`config.mk`:
```
export PLATFORM = sky130hd
export DESIGN_NAME = grain128a_keystream_mac
export DESIGN_NICKNAME = d
export VERILOG_FILES = /design/src/hdl/g128a_pkg.sv /design/src/hdl/g128a_round.sv /design/src/hdl/grain128a_keystream_mac.sv
export SDC_FILE = /design/constraint.sdc
export NUM_CORES = 1
export LEC_CHECK = 0
export ABC_AREA = 1
export BUFFER_PORTS_ARGS = -buffer_cell sky130_fd_sc_hd__buf_2
export CORE_ASPECT_RATIO = 1.4
export CORE_MARGIN = 8
export CORE_UTILIZATION = 40
export CTS_CLUSTER_DIAMETER = 30
export DETAILED_ROUTE_END_ITERATION = 8
export GPL_ROUTABILITY_DRIVEN = 0
export PLACE_DENSITY_LB_ADDON = 0.15
export SETUP_SLACK_MARGIN = 0.15
export SLEW_MARGIN = 20
export SYNTH_ARGS = -nofsm -noshare
export SYNTH_HDL_FRONTEND = slang
export SYNTH_SLANG_ARGS = --single-unit
export TNS_END_PERCENT = 10
```
`constraint.sdc`:
```
create_clock -name clk_i -period 6 [get_ports clk_i]
set_input_delay 1.2 -clock clk_i [delete_from_list [all_inputs] [get_ports clk_i]]
set_output_delay 1.2 -clock clk_i [all_outputs]
set_load 0.05 [all_outputs]
```
`src/hdl/g128a_pkg.sv`:
```
// Shared types and constants for the Grain-128a keystream and MAC block.
package g128a_pkg;

  localparam int unsigned TAG_WIDTH = 32;

  localparam logic [31:0] TagMask = 32'((64'd1 << TAG_WIDTH) - 64'd1);

  localparam logic [1:0] CFG_KEY_LOW  = 2'd0;
  localparam logic [1:0] CFG_KEY_HIGH = 2'd1;
  localparam logic [1:0] CFG_IV_LOW   = 2'd2;
  localparam logic [1:0] CFG_IV_HIGH  = 2'd3;

  typedef struct packed {
    logic [7:0] msg_byte;
    logic       first;
    logic       last;
  } in_t;

  typedef struct packed {
    logic [7:0]  keystream_byte;
    logic [31:0] tag;
    logic        tag_valid;
  } out_t;

  typedef struct packed {
    logic [127:0] lfsr;
    logic [127:0] nfsr;
  } cipher_t;

endpackage

```
`src/hdl/g128a_round.sv`:
```
// One Grain-128a clock: pre-output bit and next LFSR and NFSR contents.
module g128a_round
  import g128a_pkg::*;
(
  input  cipher_t st_i,
  input  logic    feedback_i,
  output cipher_t st_o,
  output logic    y_o
);

  logic [127:0] l;
  logic [127:0] n;
  logic         lf;
  logic         nf;
  logic         h;
  logic         y;

  assign l = st_i.lfsr;
  assign n = st_i.nfsr;

  always_comb begin
    lf = l[0] ^ l[7] ^ l[38] ^ l[70] ^ l[81] ^ l[96];
    nf = l[0] ^ n[0] ^ n[26] ^ n[56] ^ n[91] ^ n[96]
       ^ (n[3] & n[67]) ^ (n[11] & n[13]) ^ (n[17] & n[18])
       ^ (n[27] & n[59]) ^ (n[40] & n[48]) ^ (n[61] & n[65])
       ^ (n[68] & n[84]) ^ (n[88] & n[92] & n[93] & n[95])
       ^ (n[22] & n[24] & n[25]) ^ (n[70] & n[78] & n[82]);
    h  = (n[12] & l[8]) ^ (l[13] & l[20]) ^ (n[95] & l[42])
       ^ (l[60] & l[79]) ^ (n[12] & n[95] & l[94]);
    y  = h ^ l[93] ^ n[2] ^ n[15] ^ n[36] ^ n[45] ^ n[64] ^ n[73] ^ n[89];
    if (feedback_i) begin
      lf = lf ^ y;
      nf = nf ^ y;
    end
  end

  assign st_o.lfsr = {lf, l[127:1]};
  assign st_o.nfsr = {nf, n[127:1]};
  assign y_o       = y;

endmodule

```
`src/hdl/grain128a_keystream_mac.sv`:
```
// Grain-128a keystream and MAC: one message byte per transfer.
// Each input transfer yields one result of eight keystream bits (first bit in bit 0)
// and, on a last byte in authentication mode (IV bit 0 set), the tag. The round logic
// advances the cipher by one clock per cycle in the warm-up, fill and byte states, which
// lie between the idle state that takes the transfer and the emit state that posts the
// result; in authentication mode every other keystream bit goes to the MAC. A byte
// flagged first loads key and IV and adds the warm-up, with keystream fed back into
// both registers, and in authentication mode the filling of the accumulator and shift
// register. The input is not ready while a byte is in progress; a result waiting at the
// output does not stop the next transfer from being taken, only from being posted.
module grain128a_keystream_mac
  import g128a_pkg::*;
(
  input  logic        clk_i,
  input  logic        rst_ni,
  input  logic        cfg_valid_i,
  output logic        cfg_ready_o,
  input  logic [1:0]  cfg_index_i,
  input  logic [63:0] cfg_data_i,
  input  logic        in_valid_i,
  output logic        in_ready_o,
  input  in_t         in_data_i,
  output logic        out_valid_o,
  input  logic        out_ready_i,
  output out_t        out_data_o
);

  localparam logic [2:0] S_IDLE = 3'd0;
  localparam logic [2:0] S_WARM = 3'd1;
  localparam logic [2:0] S_AUTH = 3'd2;
  localparam logic [2:0] S_BYTE = 3'd3;
  localparam logic [2:0] S_EMIT = 3'd4;

  logic [2:0]  state_q, state_d;
  logic [7:0]  cnt_q, cnt_d;
  logic [63:0] key_low_q, key_high_q, iv_low_q;
  logic [31:0] iv_high_q;
  cipher_t     st_q, st_d, st_next;
  logic        y;
  logic        auth_q, auth_d;
  logic [31:0] acc_q, acc_d;
  logic [31:0] ash_q, ash_d;
  logic [7:0]  ks_q, ks_d;
  logic [7:0]  msg_q, msg_d;
  logic        last_q, last_d;
  logic        out_valid_q, out_valid_d;
  out_t        out_q, out_d;
  logic        in_fire;
  logic        cfg_fire;
  logic        slot_free;

  assign cfg_ready_o = 1'b1;
  assign cfg_fire    = cfg_valid_i & cfg_ready_o;
  assign in_ready_o  = (state_q == S_IDLE);
  assign in_fire     = in_valid_i & in_ready_o;
  assign slot_free   = ~out_valid_q | out_ready_i;
  assign out_valid_o = out_valid_q;
  assign out_data_o  = out_q;

  g128a_round u_round (
    .st_i       (st_q),
    .feedback_i (state_q == S_WARM),
    .st_o       (st_next),
    .y_o        (y)
  );

  always_comb begin
    state_d     = state_q;
    cnt_d       = cnt_q;
    st_d        = st_q;
    auth_d      = auth_q;
    acc_d       = acc_q;
    ash_d       = ash_q;
    ks_d        = ks_q;
    msg_d       = msg_q;
    last_d      = last_q;
    out_d       = out_q;
    out_valid_d = out_valid_q & ~out_ready_i;
    case (state_q)
      S_IDLE: begin
        if (in_fire) begin
          msg_d  = in_data_i.msg_byte;
          last_d = in_data_i.last;
          cnt_d  = '0;
          if (in_data_i.first) begin
            st_d.nfsr = {key_high_q, key_low_q};
            st_d.lfsr = {1'b0, 31'h7FFF_FFFF, iv_high_q, iv_low_q};
            auth_d    = iv_low_q[0];
            acc_d     = '0;
            ash_d     = '0;
            state_d   = S_WARM;
          end else begin
            state_d = S_BYTE;
          end
        end
      end
      S_WARM: begin
        st_d  = st_next;
        cnt_d = cnt_q + 8'd1;
        if (cnt_q == 8'd255) begin
          cnt_d   = '0;
          state_d = auth_q ? S_AUTH : S_BYTE;
        end
      end
      S_AUTH: begin
        st_d  = st_next;
        cnt_d = cnt_q + 8'd1;
        if (cnt_q < 8'd32) begin
          acc_d = {y, acc_q[31:1]};
        end else begin
          ash_d = {y, ash_q[31:1]};
        end
        if (cnt_q == 8'd63) begin
          cnt_d   = '0;
          state_d = S_BYTE;
        end
      end
      S_BYTE: begin
        st_d  = st_next;
        cnt_d = cnt_q + 8'd1;
        if (!auth_q || !cnt_q[0]) begin
          ks_d = {y, ks_q[7:1]};
        end else begin
          if (msg_q[0]) begin
            acc_d = acc_q ^ ash_q;
          end
          ash_d = {y, ash_q[31:1]};
          msg_d = {1'b0, msg_q[7:1]};
        end
        if (cnt_q == (auth_q ? 8'd15 : 8'd7)) begin
          cnt_d   = '0;
          state_d = S_EMIT;
        end
      end
      S_EMIT: begin
        if (slot_free) begin
          out_d.keystream_byte = ks_q;
          out_d.tag_valid      = last_q & auth_q;
          out_d.tag            = (last_q & auth_q) ? (acc_q & TagMask) : '0;
          out_valid_d          = 1'b1;
          state_d              = S_IDLE;
        end
      end
      default: begin
        state_d = S_IDLE;
      end
    endcase
  end

  always_ff @(posedge clk_i or negedge rst_ni) begin
    if (!rst_ni) begin
      state_q     <= S_IDLE;
      cnt_q       <= '0;
      out_valid_q <= 1'b0;
      auth_q      <= 1'b0;
      st_q        <= '0;
      acc_q       <= '0;
      ash_q       <= '0;
      key_low_q   <= '0;
      key_high_q  <= '0;
      iv_low_q    <= '0;
      iv_high_q   <= '0;
    end else begin
      state_q     <= state_d;
      cnt_q       <= cnt_d;
      out_valid_q <= out_valid_d;
      auth_q      <= auth_d;
      st_q        <= st_d;
      acc_q       <= acc_d;
      ash_q       <= ash_d;
      if (cfg_fire) begin
        case (cfg_index_i)
          CFG_KEY_LOW:  key_low_q  <= cfg_data_i;
          CFG_KEY_HIGH: key_high_q <= cfg_data_i;
          CFG_IV_LOW:   iv_low_q   <= cfg_data_i;
          CFG_IV_HIGH:  iv_high_q  <= cfg_data_i[31:0];
          default:      iv_high_q  <= iv_high_q;
        endcase
      end
    end
  end

  always_ff @(posedge clk_i) begin
    ks_q   <= ks_d;
    msg_q  <= msg_d;
    last_q <= last_d;
    out_q  <= out_d;
  end

  a_auth_fill_mode : assert property (@(posedge clk_i) disable iff (!rst_ni)
    (state_q == S_AUTH) |-> auth_q)
    else $error("authentication fill entered in plain mode");

  a_byte_count : assert property (@(posedge clk_i) disable iff (!rst_ni)
    (state_q == S_BYTE) |-> (cnt_q <= (auth_q ? 8'd15 : 8'd7)))
    else $error("byte clock count overran");

  a_warm_exit : assert property (@(posedge clk_i) disable iff (!rst_ni)
    (state_q == S_WARM && cnt_q == 8'd255) |=> (state_q == S_AUTH || state_q == S_BYTE))
    else $error("warm-up did not end after 256 clocks");

  a_emit_posts : assert property (@(posedge clk_i) disable iff (!rst_ni)
    (state_q == S_EMIT && slot_free) |=> (out_valid_q && state_q == S_IDLE))
    else $error("result not posted on leaving emit");

endmodule

```
After elaboration in Yosys (flattened, before gate mapping). Cells that the tools add are included.

Input port bits: 81. Output and inout port bits: 44. Register bits after elaboration: 615. Word-level logic and storage cells: 158.

Equal/unequal tests: 20. Bitwise gates (word level): 61. Mux-type cells: 33. Reduce and logical (&&, ||, !) cells: 24. Order comparisons: 1. Add/subtract/negate cells: 1.

Operator list (count): 256-bit 2-to-1 mux (2); 256-bit case mux with 2 select lines (1); 32-bit 2-to-1 mux (7); 32-bit case mux with 3 select lines (2); 8-bit 2-to-1 mux (6); 1-bit bitwise XOR (34); 8-bit case mux with 4 select lines (1); 32-bit bitwise XOR (1); 1-bit bitwise AND (23); 2-bit inequality test (second input constant) (8); 8-bit case mux with 2 select lines (1); 2-bit AND reduction (8); 3-bit 2-to-1 mux (5); 3-bit case mux with 5 select lines (1); 5-bit AND reduction (2); 3-bit AND reduction (3); 8-bit by 1-bit adder with 8-bit output (second input constant) (1); 8-bit by 4-bit == test with 1-bit output (1); 8-bit by 6-bit == test with 1-bit output (second input constant) (1); 8-bit == test (second input constant) (1); 8-bit by 6-bit less-than comparator with 1-bit output (second input constant) (1); 3-bit by 2-bit == test with 1-bit output (second input constant) (2); 6-bit AND reduction (1); 1-bit 2-to-1 mux (5); 17 further kinds (22).

Logic depth before layout (Yosys ltp). Gate-level depths: netlist of the first run.

Word-level depth: 18. Depth in mapped cells: 16. Mapped depth without buffers: 16.

Cells and area by module. Synthesis of the first run repeated with hierarchy kept, for this count alone.

Cells, all modules: 3206. Area total of the unflattened synthesis: 28279.6 um^2.

By module, submodules not included: grain128a_keystream_mac (area an instance 25764.7 um^2, cells each 2828, instances 1, sequential area each 15680.0 um^2); g128a_round (area an instance 2514.9 um^2, cells each 378, instances 1, sequential area each 0.0 um^2).

Least setup slack after synthesis of the first run. Ideal clock, no wire load.

Path kind: input -> register. Start: input out_ready_i. End: register out_q, in the netlist out_data_o[0] (enable). Data arrival time: 4.062 ns. Setup time: 0.490 ns. Slack: 1.448 ns. Required time: 5.510 ns. Cell stages on the path: 2. Buffers on the path: 0. Path through: nor2_1 nor3_1.

Word-level cells in the longest chain between the ends: 2.

RTL lines: start: declaration (line grain128a_keystream_mac.sv:24) `input logic out_ready_i,`; 1-bit OR (line grain128a_keystream_mac.sv:56) `assign slot_free = ~out_valid_q | out_ready_i;`; 2-bit AND reduction (no source line); end signal: assignment (line grain128a_keystream_mac.sv:187) `out_q <= out_d;`; end: declaration (line grain128a_keystream_mac.sv:47) `out_t out_q, out_d;`.

No other way between the ends. A chain may end at the register's enable or synchronous reset.

Worst setup path in the final report of the first run.
Start: register state_q[0]. End: output in_ready_o.

Word-level cells in the longest chain between the ends: 1.

RTL lines: start: declaration (line grain128a_keystream_mac.sv:34) `logic [2:0] state_q, state_d;`; start signal: assignment (line grain128a_keystream_mac.sv:164) `state_q <= state_d;`; 3-bit logical NOT (line grain128a_keystream_mac.sv:54) `assign in_ready_o = (state_q == S_IDLE);`; end: declaration (line grain128a_keystream_mac.sv:21) `output logic in_ready_o,`.

No other way between the ends.

==> results of run 1 <==
==> worst max-delay path, cell delays in order, from the launching register on <==
cell and delay (ps):
dfrtp_1 420, nor2_2 260, nand2_4 120, inv_1 120, buf_2 280
==> per-layer routing <==
| layer | routed length, µm | track usage [%] | part of all wire [%] | vias to the layer above |
|---|---|---|---|---|
| met5 | 0 | 0 | 0 | - |
| met4 | 1306 | 5.436 | 2.2 | 0 |
| met3 | 2556 | 3.039 | 4.3 | 101 |
| met2 | 29550 | 28.02 | 50 | 317 |
| met1 | 25730 | 20.05 | 43 | 9260 |
| li1 | - | - | - | 9332 |
==> Yosys cell counts (6+ instances only) <==
cell and number:
o21ai_1 47, o22ai_2 30, clkbuf_1 117, a21oi_1 9, nand2_1 634, o211ai_1 193, buf_4 10, buf_1 11
inv_2 9, edfxtp_1 58, buf_2 36, inv_1 368, xnor2_1 38, o22a_1 30, nor2_1 84, a31oi_1 31
o21ai_0 409, nand3_1 30, o22ai_1 35, dfrtp_1 557, xor2_1 6
==> power by group <==
part	switching [mW]	leakage (nW)	internal, mW	total [mW]
registers	0.551	7.46	5.48	6.03
clock network	2.25	1.94	4.29	6.54
logic	3.82	4.80	1.69	5.51
==> worst paths after layout <==
kind                             from        endpoint  slack [ps]
max                        state_q[0]      in_ready_o        2950
max in group asynchronous      rst_ni       st_q[178]        4130
max reg2reg                state_q[2]       st_q[137]        3020
min in group asynchronous      rst_ni        acc_q[7]         600
min                           ks_q[0]  out_data_o[33]         420
min reg2reg                   ks_q[0]  out_data_o[33]         420
==> metrics by stage <==
| stage | utilization (%) | setup WS [ps] |
|---|---|---|
| 6_report | 48.19 | 2948 |
| 5_1_grt | 48.19 | 2772 |
| 4_1_cts | 48.19 | 2884 |
| 3_5_place_dp | 42.05 | 2540 |
| 3_3_place_gp | 42.05 | 2588 |
| 2_1_floorplan | - | 1448 |
==> cell type report <==
type / count / area [µm²] / share of cell area [%]
timing repair buffer: 146 / 877.1 / 2.800
multi-input combinational: 1601 / 8293 / 26.47
clock buffer: 135 / 3022 / 9.646
tap: 847 / 1060 / 3.383
sequential: 615 / 15680 / 50.06
clock inverter: 78 / 969.7 / 3.096
inverter: 377 / 1423 / 4.542
==> state kept, by name (all words and copies together) (netlist names), 3 cells and up <==
register    cells
key_high_q     64
msg_q           8
state_q         3
ks_q            8
iv_high_q      32
cnt_q           8
ash_q          32
iv_low_q       64
key_low_q      64
out_data_o     41
acc_q          32
st_q          256
==> cells by family after synthesis <==
| kind of cell | Yosys count | synth area share [%] |
|---|---|---|
| xor+xnor | 44 | 1.476 |
| simple gates | 766 | 11.40 |
| other cells | 1 | 0.01437 |
| buf+inv | 553 | 8.326 |
| fa+ha+maj | 1 | 0.04792 |
| compound gates | 789 | 18.67 |
| flops | 615 | 60.07 |
==> metrics, run 1 <==
Die Ht=~320 µm; initial antenna violation count=0; Rel. slew slack=22.41%; synthesized cell area=26100 µm²; Crit path required time=4800 ps; Max FO, Critical Path=4; fin area=31320 µm²; drt wl/cell=around 16 µm; Synth Register Bits=615; TritonCTS clock tree=done; clock slew at reported path FFs=60 ps; hold depth=0; leakage power=14.20 nW; clock skew=22.34 ps; final wirelength=~60000 µm; max-slew violations=0; Overall Global Routing Usage=~16%; WS Path Type=register to output pin; Post-synth top flop=dfrtp_1; dpl cells=roughly 3600; worst hold-check path type=register to register; Post-CTS Resized=0; Worst Tran Pin Value=1164 ps; Yosys cell types=37; setup TNS=0 ps; CTS buffer count=~110; 1st-pass router iterations=6; Synth-to-Final Area Change=20.00%; RSZ-0062 raised after global routing=false; Worst VDD drop=361.5 µV; Post-synth EDFFs=slightly below 60; largest net degree at the start of global routing=222; Clock Latency Late Sink=650 ps; Ant. Diodes=0; post-route ant nets=0; hold buffer count at CTS=0; Root Driver=clkbuf_16; Yosys top cell area share=53.40%; total power=18.08 mW; Setup crit start kind=register; Worst Path Arrival=about 1900 ps; GR Overflow Total=0; Max Cap Viol=0; setup violators final=0; commonest non-fill, non-tap cells in the layout=nand2_1, dfrtp_1, o21ai_0; Synth area leaders=dfrtp_1, nand2_1, o21ai_0; vias in the first global route=19690; Post-Synthesis Cells=2769; starting density of the core=about 40%; port bufs=123; H-tree Lvls=3; fin cells=3799; syn_nets=2851; Hold Violations, Final=0; highest clock rate=327.6 MHz; DRT iter0 DRCs=1275; min Tclk post-route=slightly above 3000 ps; first-pass GRT wire length=roughly 100000 µm; outcome=finished, final reports clean; Post CTS Setup Buffer Count=0; chip width=231.9 µm; vias post-DR=19010; sequential share of the synthesized area=about three fifths; Die Area=73810 µm²; post-synth top area cell=dfrtp_1; Rows=111; fraction of registers with async set or reset after synthesis=90.57%; Residual DRC=0; # nets final=2935; Max clock buf depth=3; post-DP HPWL=36400 µm; Reg2Reg Depth=9; Syn Area/Cell=9.427 µm²; share of layout cells above drive strength 1=13.52%; number of fill cells in the layout=between 6000 and 7000; Final period util=50.87%; I/O pin cnt=125; area of placed instances=27330 µm²; Clock Sink Count=615; most common cell after layout, fill and taps aside=nand2_1; Core ar.=65000 µm²; crit end category=output pin; worst hold margin=roughly 420 ps; routed vias/inst=5.004; Yosys warnings=0; PwrDens=577.2 nW/µm²
No activity file was read; power rests on OpenSTA's default activity.
==> run 2: changes to the inputs <==
==> constraint.sdc (replaced) <==
create_clock -name clk_i -period 3 [get_ports clk_i]
set_input_delay 0.6 -clock clk_i [delete_from_list [all_inputs] [get_ports clk_i]]
set_output_delay 0.6 -clock clk_i [all_outputs]
set_load 0.05 [all_outputs]
==> run 2 against run 1 <==
Net effect:
- flip-flop and latch count is the same
- power grew 100%
- worst hold slack lost 260 ps
- critical path depth unchanged
- sequential power rose by 100%
- worst setup slack worse by 2400 ps
- non-clock buffer count grew 30
- largest power group unchanged
- routed wire length increased by 2.1%
- highest routed layer is now met5
- utilization is 0.87 points higher
- die area unchanged
- register-to-register slack got worse by 2400 ps
- sequential share of layout area shrank 0.89 points
==> metrics, run 2 (synthesis results as in run 1) <==
Synth-to-Final Area Change=22.16%; crit-path cells=nor2_2 > nand2_4 > inv_1 > buf_2; port bufs=123 (unchanged); Final period util=roughly 82%; Worst Path Arrival=1870 ps (+20 ps); # nets final=2968 (+1.1%); GR Overflow Total=0 (unchanged); outcome=finished, final reports clean; Root Driver=clkbuf_16; commonest non-fill, non-tap cells in the layout=nand2_1, dfrtp_1, o21ai_0; initial antenna violation count=1 (+1); post-route ant nets=0 (unchanged); leakage power=14.46 nW (+1.8%); max FFs per register=256 (unchanged); Max Cap Viol=0 (unchanged); cell family with most CP delay=flip-flops; Rows=111 (unchanged); Die Area=73810 µm² (unchanged); Hold Violations, Final=0 (unchanged); TritonCTS clock tree=done; 1st-pass router iterations=5 (-1); Biggest register=st_q; dpl cells=3615 (+0.81%); worst path bufs/invs=2 (unchanged); Max clock buf depth=3 (unchanged); max incr delay on CP=430 ps (about the same); Overall Global Routing Usage=16.67% (+0.47 points); Residual DRC=0 (unchanged); max-slew violations=0 (unchanged); setup ws final=525.3 ps (-2422 ps); final wirelength=60390 µm (+2.1%); highest clock rate=404.1 MHz; DRT iter0 DRCs=1223 (-4.1%); Clock Latency Late Sink=670 ps (+20 ps); vias post-DR=19170 (+0.85%); routed vias/inst=5.003 (about the same); min Tclk post-route=2475 ps; Core ar.=65000 µm² (unchanged); Worst Tran Pin Value=821.9 ps (-342.0 ps); Crit path required time=2400 ps (-2400 ps); worst hold-check path type=input port to register; fin cells=3832 (+0.87%); RSZ-0062 raised after global routing=false; Post-Place Setup Slack=610.7 ps (-1929 ps); clock skew=31.01 ps (+8.676 ps); first-pass GRT wire length=102000 µm (+2.1%); I/O pin cnt=125 (unchanged); Rel. slew slack=45.21% (+23 points); setup TNS=0 ps (unchanged); starting density of the core=40.16% (unchanged); Setup crit start kind=register; WS Path Type=register to output pin; H-tree Lvls=3 (unchanged); post-DP HPWL=38830 µm (+6.7%); Max FO, Critical Path=4 (unchanged); PwrDens=1162 nW/µm² (+100%); Clock Sink Count=615 (unchanged); vias in the first global route=19810 (+0.59%); Die Ht=318.3 µm (unchanged); Worst VDD drop=570.2 µV (+58%); total power=37.05 mW (+100%); chip width=231.9 µm (unchanged); largest net degree at the start of global routing=119 (-46%); setup violators final=0 (unchanged); CTS buffer count=115 (+2.7%); Ant. Diodes=0 (unchanged); clock slew at reported path FFs=50 ps (about the same); Post-CTS Resized=0 (unchanged); share of layout cells above drive strength 1=14.51% (+0.99 points); most common cell after layout, fill and taps aside=nand2_1; drt wl/cell=15.76 µm (+1.2%); CP max stage cell=dfrtp_1; crit end category=output pin
-- run 2: worst reg2reg max path: cells and delay by family (launching register included) --
kind                   cells  cell delay (ps)
buffers and inverters      1              580
AOI/OAI and AO/OA          2              340
DFF                        1              430
and+or+nand+nor            7              880
-- run 2: area by class of cell --
cell class	count	area, µm²
inverter	377	1423
timing repair buffer	176	1314
clock buffer	139	3129
sequential	615	15680
fill	6080	33110
clock inverter	77	984.7
multi-input combinational	1601	8299
tap	847	1060
-- run 2: worst paths after layout --
check | to | from | slack [ps] | cells after the start
setup / recovery | in_ready_o | state_q[0] | 530 | 4
hold / removal | last_q | in_data_i[0] | 160 | 1
setup reg to reg | ash_q[0] | state_q[0] | 630 | 10
hold reg to reg | out_data_o[33] | ks_q[0] | 430 | 0
max in group asynchronous | key_high_q[24] | rst_ni | 1680 | 4
min in group asynchronous | st_q[154] | rst_ni | 440 | 2
-- run 2: metrics by stage --
stage	utilization, %	instance area, µm²	hold WS, ps
floorplan	-	26110	304.4
CTS	49.06	31890	116.2
detailed placement	42.72	27770	434.2
global placement	42.72	27770	402.8
global route	49.06	31890	134.3
finish	49.06	31890	162.1
-- run 2: per-layer routing --
metal | global-route usage [%] | part of all wire [%]
met1 | 20.72 | 43
met2 | 28.37 | 50
met3 | 3.039 | 4.2
met4 | 6.557 | 2.8
met5 | 0 | 0.022
-- run 2: power by group --
part	total (mW)	internal, mW	switching, mW
Clock	13.4	8.91	4.45
Sequential	12.1	11.0	1.11
Combinational	11.6	3.83	7.78
Total	37.1	23.7	13.3
-- run 2: repair_timing --
item	4_1_cts	5_1_grt
endpoints found under the hold margin	31	0
hold buffers	1	0
setup buffers	0	0
==> run 3: changes to the inputs <==
==> constraint.sdc (replaced) <==
create_clock -name clk_i -period 2.3 [get_ports clk_i]
set_input_delay 0.46 -clock clk_i [delete_from_list [all_inputs] [get_ports clk_i]]
set_output_delay 0.46 -clock clk_i [all_outputs]
set_load 0.05 [all_outputs]
==> run 3 against run 2 <==
Net effect:
- sequential share of layout area decreased by 0.60 points
- power is 32% higher
- combinational power up 41%
- critical path depth unchanged
- register-to-register slack worse by 370 ps
- utilization increased by 0.61 points
- worst setup slack lost 340 ps
- critical endpoint unchanged
- highest routed layer is now met4
==> metrics, run 3 (synthesis results as in run 1) <==
outcome=finished, final reports clean; first-pass GRT wire length=103100 µm (+1.0%); min Tclk post-route=2110 ps; Multi-input gate area=8304 µm² (about the same); Crit path required time=1840 ps (-560 ps); CP startpoint=state_q[2]; max FFs per register=256 (unchanged); largest net degree at the start of global routing=129 (+8.4%); RSZ-0062 raised after global routing=true; setup TNS=0 ps (unchanged); # nets final=3002 (+1.1%); Crit Reg-Reg Startpoint=state_q[2]; clock skew=31.62 ps (+0.6111 ps); Ant. Diodes=0 (unchanged); Final period util=91.75%; Clock Sink Count=615 (unchanged); port bufs=123 (unchanged); Overall Global Routing Usage=16.85% (+0.18 points); Reg2Reg Depth=10 (unchanged); Flop pwr share=32.2% (-0.4 points); vias post-DR=19350 (+0.91%); Worst Path Arrival=1650 ps (-220 ps); clock slew at reported path FFs=50 ps (about the same); Hold Violations, Final=0 (unchanged); GR Overflow Total=0 (unchanged); Setup crit start kind=register; 1st-pass router iterations=7 (+2); vias in the first global route=20300 (+2.5%); CTS buffer count=116 (+0.87%); dpl cells=3634 (+0.53%); Residual DRC=0 (unchanged); Die Ht=318.3 µm (unchanged); worst hold-check path type=input port to register; Worst Tran Pin Value=537.0 ps (-284.9 ps); PwrDens=1518 nW/µm² (+31%); FF-to-FF End=ash_q[6]; register area=15680 µm² (about the same); setup violators final=0 (unchanged); switch share=36.09% (+0.063 points); routed vias/inst=5.007 (about the same); max-slew violations=0 (unchanged); Max Cap Viol=0 (unchanged); Synth-to-Final Area Change=23.68%; Rows=111 (unchanged); post-DP HPWL=39840 µm (+2.6%); Max FO, Critical Path=4 (unchanged); H-tree Lvls=3 (unchanged); Max clock buf depth=3 (unchanged); I/O pin cnt=125 (unchanged); Clock power frac=34.5% (-1.6 points); DRT iter0 DRCs=1206 (-1.4%); most common cell after layout, fill and taps aside=nand2_1; drt wl/cell=16.09 µm (+2.1%); WS Path Type=register to output pin; crit end category=output pin; starting density of the core=40.16% (unchanged); Util after Layout=49.67% (+0.61 points); Die Area=73810 µm² (unchanged); Post-Place Setup Slack=183.3 ps (-427.4 ps); Core ar.=65000 µm² (unchanged); Biggest register=st_q; number of fill cells in the layout=6052 (-0.46%); highest clock rate=473.9 MHz; commonest non-fill, non-tap cells in the layout=nand2_1, dfrtp_1, o21ai_0; setup ws final=189.7 ps (-335.6 ps); Worst VDD drop=1131 µV (+98%); Clock Latency Late Sink=660 ps (about the same); share of layout cells above drive strength 1=15.28% (+0.77 points); Int Pwr=31.33 mW (+32%); end of the critical path=in_ready_o; fin cells=3864 (+0.84%); post-route ant nets=0 (unchanged); TritonCTS clock tree=done; Comb pwr share=33.4% (+2.1 points); reg2reg setup slack=260 ps (-370 ps); Rel. slew slack=64.20% (+19 points); initial antenna violation count=0 (-1); chip width=231.9 µm (unchanged); leakage power=14.69 nW (+1.6%); Root Driver=clkbuf_16; final wirelength=62180 µm (+3.0%); P_sw=17.69 mW (+33%)
## run 3: critical path: stages (launching register included)
cell and delay [ps]:
dfrtp_1 460, inv_2 120, nand2_4 80, inv_1 140, buf_6 180
## run 3: area by class of cell
| type | instances | area share, % |
|---|---|---|
| multi-input combinational | 1601 | 25.72 |
| tap | 847 | 3.282 |
| clock inverter | 60 | 2.097 |
| inverter | 377 | 4.422 |
| timing repair buffer | 207 | 5.561 |
| sequential | 615 | 48.57 |
| timing repair inverter | 2 | 0.05426 |
| clock buffer | 155 | 10.29 |
## run 3: stage by stage
step	hold WS (ps)	instance area (µm²)	power, mW
2_1_floorplan	164.4	26120	26.99
3_3_place_gp	408.4	28110	31.46
3_5_place_dp	415.5	28110	31.90
4_1_cts	60.46	32170	49.18
5_1_grt	96.82	32290	52.43
6_report	108.9	32290	49.02
## run 3: power by group through the flow
| stage | sequential, mW | clock (mW) | combinational (mW) |
|---|---|---|---|
| global placement | 15.9 | 0 | 15.6 |
| finish | 15.8 | 16.9 | 16.4 |
| floorplan | 15.9 | 0 | 11.1 |
| detailed placement | 15.9 | 0 | 16.0 |
| global route | 16.1 | 17.8 | 18.6 |
| CTS | 15.8 | 17.3 | 16.1 |
## run 3: what timing repair did
action	in CTS	in global routing
gates resized for setup	2	1
endpoints found under the hold margin	18	0
endpoints found under the setup margin	1	227
setup buffers	2	8
hold buffers	3	0
cloned	0	2
pin swaps	1	2
## run 3: routing by layer
| layer | vias to the layer above | GRT usage (%) | part of all wire [%] |
|---|---|---|---|
| li1 | 9459 | - | - |
| met2 | 380 | 28.31 | 49 |
| met4 | 0 | 7.987 | 3.5 |
| met5 | - | 0 | 0 |
| met1 | 9382 | 20.82 | 43 |
| met3 | 125 | 2.905 | 4.1 |
## run 3: worst min-delay path by stage
stage | startpoint | to | slack (ps) | cells past startpoint
after floorplan | rst_ni | acc_q[0] | 160 | 0
after global placement | rst_ni | acc_q[7] | 410 | 1
after detailed placement | rst_ni | acc_q[7] | 420 | 1
after CTS | in_data_i[3] | msg_q[1] | 60 | 3
after global routing | in_data_i[8] | msg_q[6] | 100 | 3
final | in_data_i[8] | msg_q[6] | 110 | 3
